<file path="src/sv/gwl_pkg.sv">
// ----------------------------------------------------------------------------
// gwl_pkg
// Shared word types and constants for the greedy word-wrap line splitter.
// ----------------------------------------------------------------------------
`default_nettype none

package gwl_pkg;

  localparam logic [7:0] CharNewline = 8'd10;
  localparam logic [7:0] CharSpace   = 8'd32;
  localparam logic [7:0] MinWidth    = 8'd4;
  localparam logic [7:0] ResetWidth  = 8'd20;

  typedef struct packed {
    logic [7:0] char_code;
    logic       end_mark;
  } in_word_t;

  typedef struct packed {
    logic [15:0] line_offset;
    logic [7:0]  line_length;
    logic        carries_line;
    logic        final_result;
  } out_word_t;

  // floor(v / 3) for 8-bit v by reciprocal multiply, exact below 512
  function automatic logic [7:0] div3(input logic [7:0] v);
    logic [16:0] prod;
    prod = {9'd0, v} * 17'd171;
    return prod[16:9];
  endfunction

endpackage

`default_nettype wire

</file>
<file path="src/sv/gwl_core.sv">
// ----------------------------------------------------------------------------
// gwl_core
// Line state and single-pass wrap decision, one word per cycle with fire_i high.
// ----------------------------------------------------------------------------
`default_nettype none

module gwl_core import gwl_pkg::*; #(
  parameter int MAX_LINES = 256
) (
  input  wire logic       clk_i,
  input  wire logic       rst_ni,
  input  wire logic       fire_i,
  input  wire in_word_t   word_i,
  input  wire logic [7:0] line_width_i,
  output logic            res_emit_o,
  output out_word_t       res_word_o
);

  localparam int LinesW = $clog2(MAX_LINES + 1);

  logic [15:0]       text_position_q, text_position_d;
  logic [15:0]       chunk_begin_q, chunk_begin_d;
  logic [7:0]        chunk_count_q, chunk_count_d;
  logic [15:0]       space_offset_q, space_offset_d;
  logic              space_seen_q, space_seen_d;
  logic              line_has_text_q, line_has_text_d;
  logic [LinesW-1:0] lines_emitted_q, lines_emitted_d;

  always_comb begin
    logic [7:0]  w;
    logic [7:0]  w3;
    logic [15:0] pos_next;
    logic [15:0] diff_sp;
    logic [15:0] diff_tp;
    logic [7:0]  cc;
    logic        skip;
    logic        rec_carry;
    logic [15:0] rec_start;
    logic [7:0]  rec_len;
    logic        rec_fin;
    logic        room;
    logic        carry_eff;

    w        = (line_width_i < MinWidth) ? MinWidth : line_width_i;
    w3       = div3(w);
    pos_next = text_position_q + 16'd1;
    diff_sp  = space_offset_q - chunk_begin_q;
    diff_tp  = 16'd0;
    cc       = chunk_count_q;
    skip     = 1'b0;
    rec_carry = 1'b0;
    rec_start = 16'd0;
    rec_len   = 8'd0;
    rec_fin   = 1'b0;

    text_position_d = text_position_q;
    chunk_begin_d   = chunk_begin_q;
    chunk_count_d   = chunk_count_q;
    space_offset_d  = space_offset_q;
    space_seen_d    = space_seen_q;
    line_has_text_d = line_has_text_q;
    lines_emitted_d = lines_emitted_q;

    if (word_i.end_mark || word_i.char_code == CharNewline) begin
      rec_fin = word_i.end_mark;
      if (!line_has_text_q) begin
        rec_carry = 1'b1;
        rec_start = text_position_q;
      end else if (chunk_count_q != 8'd0) begin
        rec_carry = 1'b1;
        rec_start = chunk_begin_q;
        rec_len   = chunk_count_q;
      end
    end else begin
      if (chunk_count_q >= w) begin
        rec_carry = 1'b1;
        rec_start = chunk_begin_q;
        if (space_seen_q) begin
          rec_len       = diff_sp[7:0];
          chunk_begin_d = space_offset_q + 16'd1;
          diff_tp       = text_position_q - chunk_begin_d;
          cc            = diff_tp[7:0];
        end else begin
          rec_len       = chunk_count_q;
          chunk_begin_d = text_position_q;
          cc            = 8'd0;
          if (word_i.char_code == CharSpace) begin
            chunk_begin_d = pos_next;
            skip          = 1'b1;
          end
        end
        space_seen_d = 1'b0;
      end
    end

    room      = lines_emitted_q < LinesW'(MAX_LINES);
    carry_eff = rec_carry && room;
    if (carry_eff) begin
      lines_emitted_d = lines_emitted_q + LinesW'(1);
    end
    res_emit_o              = carry_eff || rec_fin;
    res_word_o.line_offset  = carry_eff ? rec_start : 16'd0;
    res_word_o.line_length  = carry_eff ? rec_len : 8'd0;
    res_word_o.carries_line = carry_eff;
    res_word_o.final_result = rec_fin;

    if (word_i.end_mark) begin
      text_position_d = 16'd0;
      chunk_begin_d   = 16'd0;
      chunk_count_d   = 8'd0;
      space_offset_d  = 16'd0;
      space_seen_d    = 1'b0;
      line_has_text_d = 1'b0;
      lines_emitted_d = '0;
    end else if (word_i.char_code == CharNewline) begin
      text_position_d = pos_next;
      chunk_begin_d   = pos_next;
      chunk_count_d   = 8'd0;
      space_seen_d    = 1'b0;
      line_has_text_d = 1'b0;
    end else begin
      line_has_text_d = 1'b1;
      if (!skip) begin
        if (word_i.char_code == CharSpace && cc >= w3 && cc < w) begin
          space_offset_d = text_position_q;
          space_seen_d   = 1'b1;
        end
        if (cc != 8'd255) begin
          cc = cc + 8'd1;
        end
      end
      chunk_count_d   = cc;
      text_position_d = pos_next;
    end
  end

  always_ff @(posedge clk_i or negedge rst_ni) begin
    if (!rst_ni) begin
      text_position_q <= 16'd0;
      chunk_begin_q   <= 16'd0;
      chunk_count_q   <= 8'd0;
      space_offset_q  <= 16'd0;
      space_seen_q    <= 1'b0;
      line_has_text_q <= 1'b0;
      lines_emitted_q <= '0;
    end else if (fire_i) begin
      text_position_q <= text_position_d;
      chunk_begin_q   <= chunk_begin_d;
      chunk_count_q   <= chunk_count_d;
      space_offset_q  <= space_offset_d;
      space_seen_q    <= space_seen_d;
      line_has_text_q <= line_has_text_d;
      lines_emitted_q <= lines_emitted_d;
    end
  end

  a_lines_bound: assert property (@(posedge clk_i) disable iff (!rst_ni)
    lines_emitted_q <= LinesW'(MAX_LINES))
    else $error("line count beyond limit");

  a_end_clears: assert property (@(posedge clk_i) disable iff (!rst_ni)
    fire_i && word_i.end_mark |=> text_position_q == 16'd0 && lines_emitted_q == '0)
    else $error("end word did not clear text state");

  a_empty_line_no_chunk: assert property (@(posedge clk_i) disable iff (!rst_ni)
    !line_has_text_q |-> chunk_count_q == 8'd0)
    else $error("empty line holds chunk characters");

endmodule

`default_nettype wire

</file>
<file path="src/sv/greedy_word_wrap_line_splitter.sv">
// ----------------------------------------------------------------------------
// greedy_word_wrap_line_splitter
// Splits a character stream into wrapped-line (offset, length) records.
// ----------------------------------------------------------------------------
// Each word passes the input reg and then the result reg; the result is
// registered. Throughput: one word per cycle while the result register is
// not stalled; the wrap decision is one pass of logic.
// A word waits in the input register only while the result register is full
// and stalled. Reset clears all text state and sets line_width to 20.
`default_nettype none

module greedy_word_wrap_line_splitter import gwl_pkg::*; #(
  parameter int MAX_LINES = 256
) (
  input  wire logic       clk_i,
  input  wire logic       rst_ni,
  input  wire logic       cfg_we_i,
  input  wire logic [7:0] cfg_wdata_i,
  input  wire logic       in_valid_i,
  output logic            in_stall_o,
  input  wire in_word_t   in_word_i,
  output logic            out_valid_o,
  input  wire logic       out_stall_i,
  output out_word_t       out_word_o
);

  logic [7:0] line_width_q;
  logic       s1_valid_q, s1_valid_d;
  in_word_t   s1_word_q;
  logic       out_valid_q, out_valid_d;
  out_word_t  out_word_q;
  logic       out_ready;
  logic       core_fire;
  logic       in_fire;
  logic       res_emit;
  out_word_t  res_word;

  assign out_ready  = !out_valid_q || !out_stall_i;
  assign core_fire  = s1_valid_q && out_ready;
  assign in_stall_o = s1_valid_q && !out_ready;
  assign in_fire    = in_valid_i && !in_stall_o;

  gwl_core #(
    .MAX_LINES(MAX_LINES)
  ) u_core (
    .clk_i       (clk_i),
    .rst_ni      (rst_ni),
    .fire_i      (core_fire),
    .word_i      (s1_word_q),
    .line_width_i(line_width_q),
    .res_emit_o  (res_emit),
    .res_word_o  (res_word)
  );

  always_comb begin
    s1_valid_d = s1_valid_q;
    if (in_fire) begin
      s1_valid_d = 1'b1;
    end else if (core_fire) begin
      s1_valid_d = 1'b0;
    end
    out_valid_d = out_valid_q;
    if (core_fire) begin
      out_valid_d = res_emit;
    end else if (out_valid_q && !out_stall_i) begin
      out_valid_d = 1'b0;
    end
  end

  always_ff @(posedge clk_i or negedge rst_ni) begin
    if (!rst_ni) begin
      line_width_q <= ResetWidth;
      s1_valid_q   <= 1'b0;
      out_valid_q  <= 1'b0;
    end else begin
      if (cfg_we_i) begin
        line_width_q <= cfg_wdata_i;
      end
      s1_valid_q  <= s1_valid_d;
      out_valid_q <= out_valid_d;
    end
  end

  always_ff @(posedge clk_i) begin
    if (in_fire) begin
      s1_word_q <= in_word_i;
    end
    if (core_fire && res_emit) begin
      out_word_q <= res_word;
    end
  end

  assign out_valid_o = out_valid_q;
  assign out_word_o  = out_word_q;

  a_stall_needs_word: assert property (@(posedge clk_i) disable iff (!rst_ni)
    in_stall_o |-> s1_valid_q && out_valid_q)
    else $error("input stalled with nothing held");

  a_end_answers: assert property (@(posedge clk_i) disable iff (!rst_ni)
    core_fire && s1_word_q.end_mark |=> out_valid_o && out_word_o.final_result)
    else $error("end word gave no final result");

  a_empty_fields: assert property (@(posedge clk_i) disable iff (!rst_ni)
    out_valid_o && !out_word_o.carries_line |->
      out_word_o.line_offset == 16'd0 && out_word_o.line_length == 8'd0)
    else $error("result without record has nonzero fields");

endmodule

`default_nettype wire
</file>
<file path="config.mk">
export PLATFORM = sky130hd
export DESIGN_NAME = greedy_word_wrap_line_splitter
export DESIGN_NICKNAME = d
export VERILOG_FILES = /design/src/sv/gwl_pkg.sv /design/src/sv/gwl_core.sv /design/src/sv/greedy_word_wrap_line_splitter.sv
export SDC_FILE = /design/constraint.sdc
export NUM_CORES = 1
export LEC_CHECK = 0
export BUFFER_PORTS_ARGS = -buffer_cell sky130_fd_sc_hd__buf_4
export CORE_MARGIN = 1.5
export CORE_UTILIZATION = 55
export CTS_CLUSTER_SIZE = 24
export DETAILED_ROUTE_END_ITERATION = 7
export PLACE_DENSITY = 0.73
export SLEW_MARGIN = 20
export SYNTH_ARGS = -nofsm -noshare
export SYNTH_HDL_FRONTEND = slang
export SYNTH_SLANG_ARGS = --single-unit
</file>
<file path="constraint.sdc">
create_clock -name clk_i -period 14.35 [get_ports clk_i]
set_input_delay 0 -clock clk_i [delete_from_list [all_inputs] [get_ports clk_i]]
set_output_delay 0 -clock clk_i [all_outputs]
set_load 0.005 [all_outputs]
</file>
Word-level counts from Yosys, hierarchy flattened
Index checks and enable logic that the tools add are counted.

word-level totals
  register bits = 112
  bits of input ports = 22
  logic and storage cells = 109

cells by class
  $add $sub $neg = 6
  multiply operators = 1
  magnitude comparators = 5
  eq/ne operators = 6
  multiplexer cells = 51
  reduce and logical (&&, ||, !) cells = 24

operators by type and width
  cell                                                                    number
  16-bit 2-to-1 mux                                                       15
  8-bit 2-to-1 mux                                                        13
  16-bit by 1-bit adder with 16-bit output (second input constant)        2
  1-bit 2-to-1 mux                                                        21
  9-bit 2-to-1 mux                                                        2
  8-bit by 8-bit multiplier with 16-bit output (second input constant)    1
  8-bit subtractor                                                        2
  9-bit by 1-bit adder with 9-bit output (second input constant)          1
  9-bit < comparator (second input constant)                              1
  8-bit by 1-bit adder with 8-bit output (second input constant)          1
  8-bit by 4-bit equality test with 1-bit output (second input constant)  1
  8-bit by 6-bit equality test with 1-bit output (second input constant)  1
  8-bit by 7-bit greater-or-equal comparator with 1-bit output            1
  8-bit greater-or-equal comparator                                       1
  1-bit logical AND                                                       8
  8-bit by 3-bit < comparator with 1-bit output (second input constant)   1
  8-bit < comparator                                                      1
  8-bit inequality test (second input constant)                           1
  2-bit nonzero test                                                      4
  8-bit nonzero test                                                      1
  1-bit zero test                                                         4
  2-bit inequality test (second input constant)                           2
  4-bit AND reduction                                                     1
  1-bit logical OR                                                        3
  other kinds (4)                                                         4

Depth between registers and ports, before layout
  word-level depth = 12
  depth in mapped cells = 29

Hierarchy
Synthesis repeated with hierarchy kept, for this count alone.

second synthesis, totals
  cells, all modules = 952
  area, all modules = 8724.6 um^2

modules (own cells, without submodules)
  module                          instances  cells each  area each (um^2)
  gwl_core                        1          889         7245.7
  greedy_word_wrap_line_splitter  1          63          1478.9

Worst setup path after synthesis
OpenSTA, ideal clock, no wires.

  kind = register to register
  start = reg line_width_q[6]
  end = reg u_core.space_offset_q[10]
  arrival = 5724 ps
  data required time = 14246 ps
  slack = 8522 ps
  cell stages (with the launch flop) = 30
  buffers on the path = 1
  cells stage by stage = dfrtp_1 > inv_1 > ha_1 > nor4b_1 > nand2_1 > nand2_1 > inv_1 > ha_1 > fa_1 > fa_1 > inv_1 > fa_1 > inv_1 > ha_1 > nor3_1 > nor2_1 > o211ai_1 > a21boi_0 > o21ai_0 > nand2b_1 > xnor2_1 > ha_1 > nand2_1 > o31ai_1 > nand3_1 > nand2_1 > o211a_1 > nand2_1 > buf_2 > o311ai_1

between the ends
  longest elaborated chain between the ends = 10
  elaborated cells on any way between the ends = 15
  classes of those cells = 1 x mul; 4 x order compare; 1 x eq/ne; 5 x mux; 4 x reduce/logical

ends and longest elaborated chain
  what                                                                                  line                                  source
  start, declared                                                                       greedy_word_wrap_line_splitter.sv:27  logic [7:0] line_width_q;
  start signal, assigned                                                                greedy_word_wrap_line_splitter.sv:72  line_width_q <= ResetWidth;
  start signal, assigned                                                                greedy_word_wrap_line_splitter.sv:77  line_width_q <= cfg_wdata_i;
  8-bit by 3-bit < comparator with 1-bit output                                         gwl_core.sv:44                        w = (line_width_i < MinWidth) ? MinWidth : line_width_i;
  8-bit 2-to-1 mux *                                                                    gwl_core.sv:44
  branches (longest 7 deep; another with 8-bit by 8-bit multiplier with 16-bit output)  --
  4-bit AND reduction (no source line) *                                                --
  end signal, assigned                                                                  gwl_core.sv:150                       space_offset_q <= space_offset_d;
  end, declared                                                                         gwl_core.sv:24                        logic [15:0] space_offset_q, space_offset_d;

Every way passes the cells marked *.
A chain may end at the register's enable or synchronous reset.

Worst setup path in the final report
  start = reg line_width_q[6]
  end = reg u_core.space_offset_q[8]

The elaborated chain is that of the path after synthesis.

==> flow_summary_export.csv <==
group,metric,value,unit
floorplanning,fp-row-count,44,
power_and_ir_drop,peakVddDrop,0.08874,mV
placed_design,dp_hpwl,15890,um
cells_and_area,regArea,2980,um2
power_and_ir_drop,power_density,151.7,nW/um2
detailed_routing,drcViolationCount,0,
placed_design,port_buffers,49,
sta,relSlewSlack,0.2571,
setup_path,cp_max_fo,15,
synth,ys_ff_latch,112,
sta,slew_viol_final,0,
cells_and_area,diodes,0,
setup_path,critPathMostFrequentCell,"nand2_1",
sta,setup_ws,7.510,ns
clock_tree,tritoncts,"done",
clock_tree,htree_levels,3,
synth,synth.avg_cell_area,9.108,um2
sta,setup_viol,0,
run_status,outcome,"completed",
synth,synth-adder-area-share,0.1576,
synth,yosys.area.top_type,"dfrtp_1",
sta,worst_clock_skew,0.01177,ns
grt,grt_usage,0.2918,
synth,synth-compound-area-share,0.1896,
clock_tree,cts_resized,0,
grt,antenna_found_initial,0,
synth,synthMuxAreaShare,0.01615,
setup_path,r2r_end,"u_core.space_offset_q[8]$_DFFE_PN0P_",
sta,fmax,146.2,MHz
detailed_routing,dr.pass1.iters,7,
placed_design,dp_cells,1113,
synth,syn_area,8288,um2
setup_path,cp.required,14.60,ns
sta,finalHoldViolCount,0,
synth,ys_seq_area_frac,0.3596,
setup_path,slowest_delay,0.53,ns
synth,synthXorXnorAreaFrac,0.04710,
setup_path,reg2regPathDepth,28,
synth,synth_area_leaders,"dfrtp_1 (23%), edfxtp_1 (13%), ha_1 (12%)",
detailed_routing,drt-wirelength-per-cell,19.18,um
synth,syn_inst,910,
setup_path,r2r-start,"line_width_q[6]$_DFFE_PN0P_",
setup_path,worstSetupPathType,"register to register",
clock_tree,clockRootBuffer,"clkbuf_16",
clock_tree,clock_latency,0.37,ns
synth,synth_edf_count,35,
grt,grt-ovfl-total,0,
sta,fin_crit,6.840,ns
setup_path,startpoint_type,"register",
synth,async_reset_ff_frac,0.6875,
setup_path,r2r_setup_slack,7.51,ns
synth,synth_top_family_by_area,"compound AO/OA/AOI/OAI gates",
floorplanning,die_x,125.8,um
floorplanning,dieArea,15810,um2
grt,grt_max_degree,78,
synth,synth_ff_type,"dfrtp_1",
cells_and_area,areaGrowthSynthToFinish,14.57,%
floorplanning,core_area,14640,um2
cells_and_area,fin_util,0.6484,
placed_design,place.gp.congestion,0.9153,
power_and_ir_drop,finalPower,1440,uW
detailed_routing,ant_nets,0,
detailed_routing,wl,22330,um
clock_tree,clockBufferDepth,2,
power_and_ir_drop,p_leak,0.004197,uW
cells_and_area,stdcell_count,1164,
synth,synth_top_area_frac,0.2264,
detailed_routing,routed-via-count,7194,
synth,yosys.area_share.simple,0.1744,
setup_path,crit_path_start,"line_width_q[6]$_DFFE_PN0P_",
synth,yosysWarnings,0,
sta,post-route-period-util,0.4767,
setup_path,endpoint_kind,"register",
setup_path,slowest_stage,"fa_1",
cells_and_area,fillCellCount,1227,
sta,finalSetupTns,0,ns
worst_hold_path,hp-class,"input pin to asynchronous set/reset pin",
clock_tree,clkTransAtPathRegs,0.08,ns
clock_tree,cts_buffers,9,
grt,first_global_vias,7078,
detailed_routing,drt_iter0_drc,743,
floorplanning,io_pins,50,
setup_path,crit_arrival,7.09,ns
sta,rsz0062_at_grt,"no",
floorplanning,start_util,0.5660,
synth,yosys.cell_types.count,73,
flow_run,maxCapViolCount,0,
synth,syn-num-nets,1028,
cells_and_area,multi_input_area,4878,um2
cells_and_area,final_nets,1093,
grt,grt_pass1_wl,36320,um
detailed_routing,drt-vias-per-instance,6.180,
floorplanning,die_h,125.8,um
clock_tree,cts.sinks,112,
placed_design,dp_slack,7.661,ns
sta,tightest_slew,1.103,ns
cells_and_area,drive_above_1_share,0.09388,
[synthesized netlist by cell type, types with 7 or more instances]
| cell | instances |
|---|---|
| nor3_1 | 17 |
| ha_1 | 82 |
| nand4_1 | 12 |
| xor2_1 | 18 |
| and3_1 | 8 |
| a32o_1 | 13 |
| xnor2_1 | 24 |
| mux2i_1 | 10 |
| o31ai_1 | 11 |
| o21ai_0 | 37 |
| o211ai_1 | 7 |
| inv_1 | 83 |
| a31oi_1 | 7 |
| a21oi_1 | 36 |
| clkbuf_1 | 34 |
| nor2b_1 | 9 |
| a21o_1 | 14 |
| or3_1 | 7 |
| fa_1 | 14 |
| o22ai_1 | 15 |
| a22oi_1 | 33 |
| edfxtp_1 | 35 |
| nand2b_1 | 8 |
| nand3_1 | 39 |
| nor2_1 | 71 |
| dfrtp_1 | 75 |
| nand2_1 | 101 |
[what timing repair did]
action                                  CTS  global route
setup buffers                             0             0
hold buffers                             35             0
endpoints found under the setup margin    0             0
endpoints found under the hold margin    94             0
[cell usage in the layout, fill, tap and decap left out, types with 24 or more instances in the layout]
| cell | instances |
|---|---|
| nand2_1 | 101 |
| inv_1 | 83 |
| ha_1 | 82 |
| dfrtp_1 | 75 |
| nor2_1 | 71 |
| buf_4 | 55 |
| nand3_1 | 39 |
| o21ai_0 | 37 |
| a21oi_1 | 35 |
| dlygate4sd3_1 | 35 |
| edfxtp_1 | 35 |
| a22oi_1 | 33 |
| xnor2_1 | 24 |
[metal layers]
metal  vias to the layer above  track usage  wire (um)
li1                       3418            -          -
met1                      3447       0.3945       9840
met2                       277       0.4751      10420
met3                        52      0.05395       1494
met4                         0      0.09939        577
met5                         -            0          0
[cell families after synthesis]
group	after synthesis
multiplexers	13
buffers and inverters	121
XOR/XNOR	43
AND/OR/NAND/NOR	303
AO/OA/AOI/OAI	222
adder cells (fa/ha/maj)	96
flip-flops	112
[stage by stage]
stage / hold WS [ns] / area (um2)
finish: 0.2432 / 9495
global route: 0.3061 / 9495
CTS: 0.3376 / 9485
detailed placement: 0.1795 / 8818
global placement: 0.1789 / 8818
floorplan: -0.2956 / 8288
[cell type report]
type | count | share of cell area
Clock inverter | 5 | 0.007774
Sequential cell | 112 | 0.3139
Timing Repair Buffer | 91 | 0.08157
Tap cell | 184 | 0.02425
Multi-Input combinational cell | 677 | 0.5138
Clock buffer | 11 | 0.02556
Inverter | 84 | 0.03321
[how the worst max path moves through the flow]
stage | end | slack, ns | cells after the start
floorplan | u_core.space_offset_q[10]$_DFFE_PN0P_ | 8.52 | 29
global placement | u_core.space_offset_q[1]$_DFFE_PN0P_ | 7.96 | 28
detailed placement | u_core.space_offset_q[8]$_DFFE_PN0P_ | 7.66 | 28
CTS | u_core.space_offset_q[8]$_DFFE_PN0P_ | 7.62 | 28
global route | u_core.space_offset_q[4]$_DFFE_PN0P_ | 6.99 | 28
finish | u_core.space_offset_q[8]$_DFFE_PN0P_ | 7.51 | 28
[registers in the layout, summed over array words and instances, names as in the netlist, 8 cells and up]
name	cells
out_word_o	26
u_core.chunk_begin_q	16
u_core.space_offset_q	16
u_core.text_position_q	16
s1_word_q	9
u_core.lines_emitted_q	9
line_width_q	8
u_core.chunk_count_q	8
[worst max-delay path: cells and delay by family (launching register included)]
family	cells	cell delay, ns
buffers and inverters	4	0.29
flip-flops	1	0.41
AO/OA/AOI/OAI	6	1.49
adder cells (fa/ha/maj)	7	2.61
AND/OR/NAND/NOR	10	1.74
XOR/XNOR	1	0.15
[report_power, final]
part	internal [uW]	total [uW]	switching, uW	leakage (uW)
Sequential	398	499	101	0.00136
Combinational	302	672	370	0.00269
Clock	144	269	125	0.000151
Note: power is estimated with default switching activity, not from simulation.
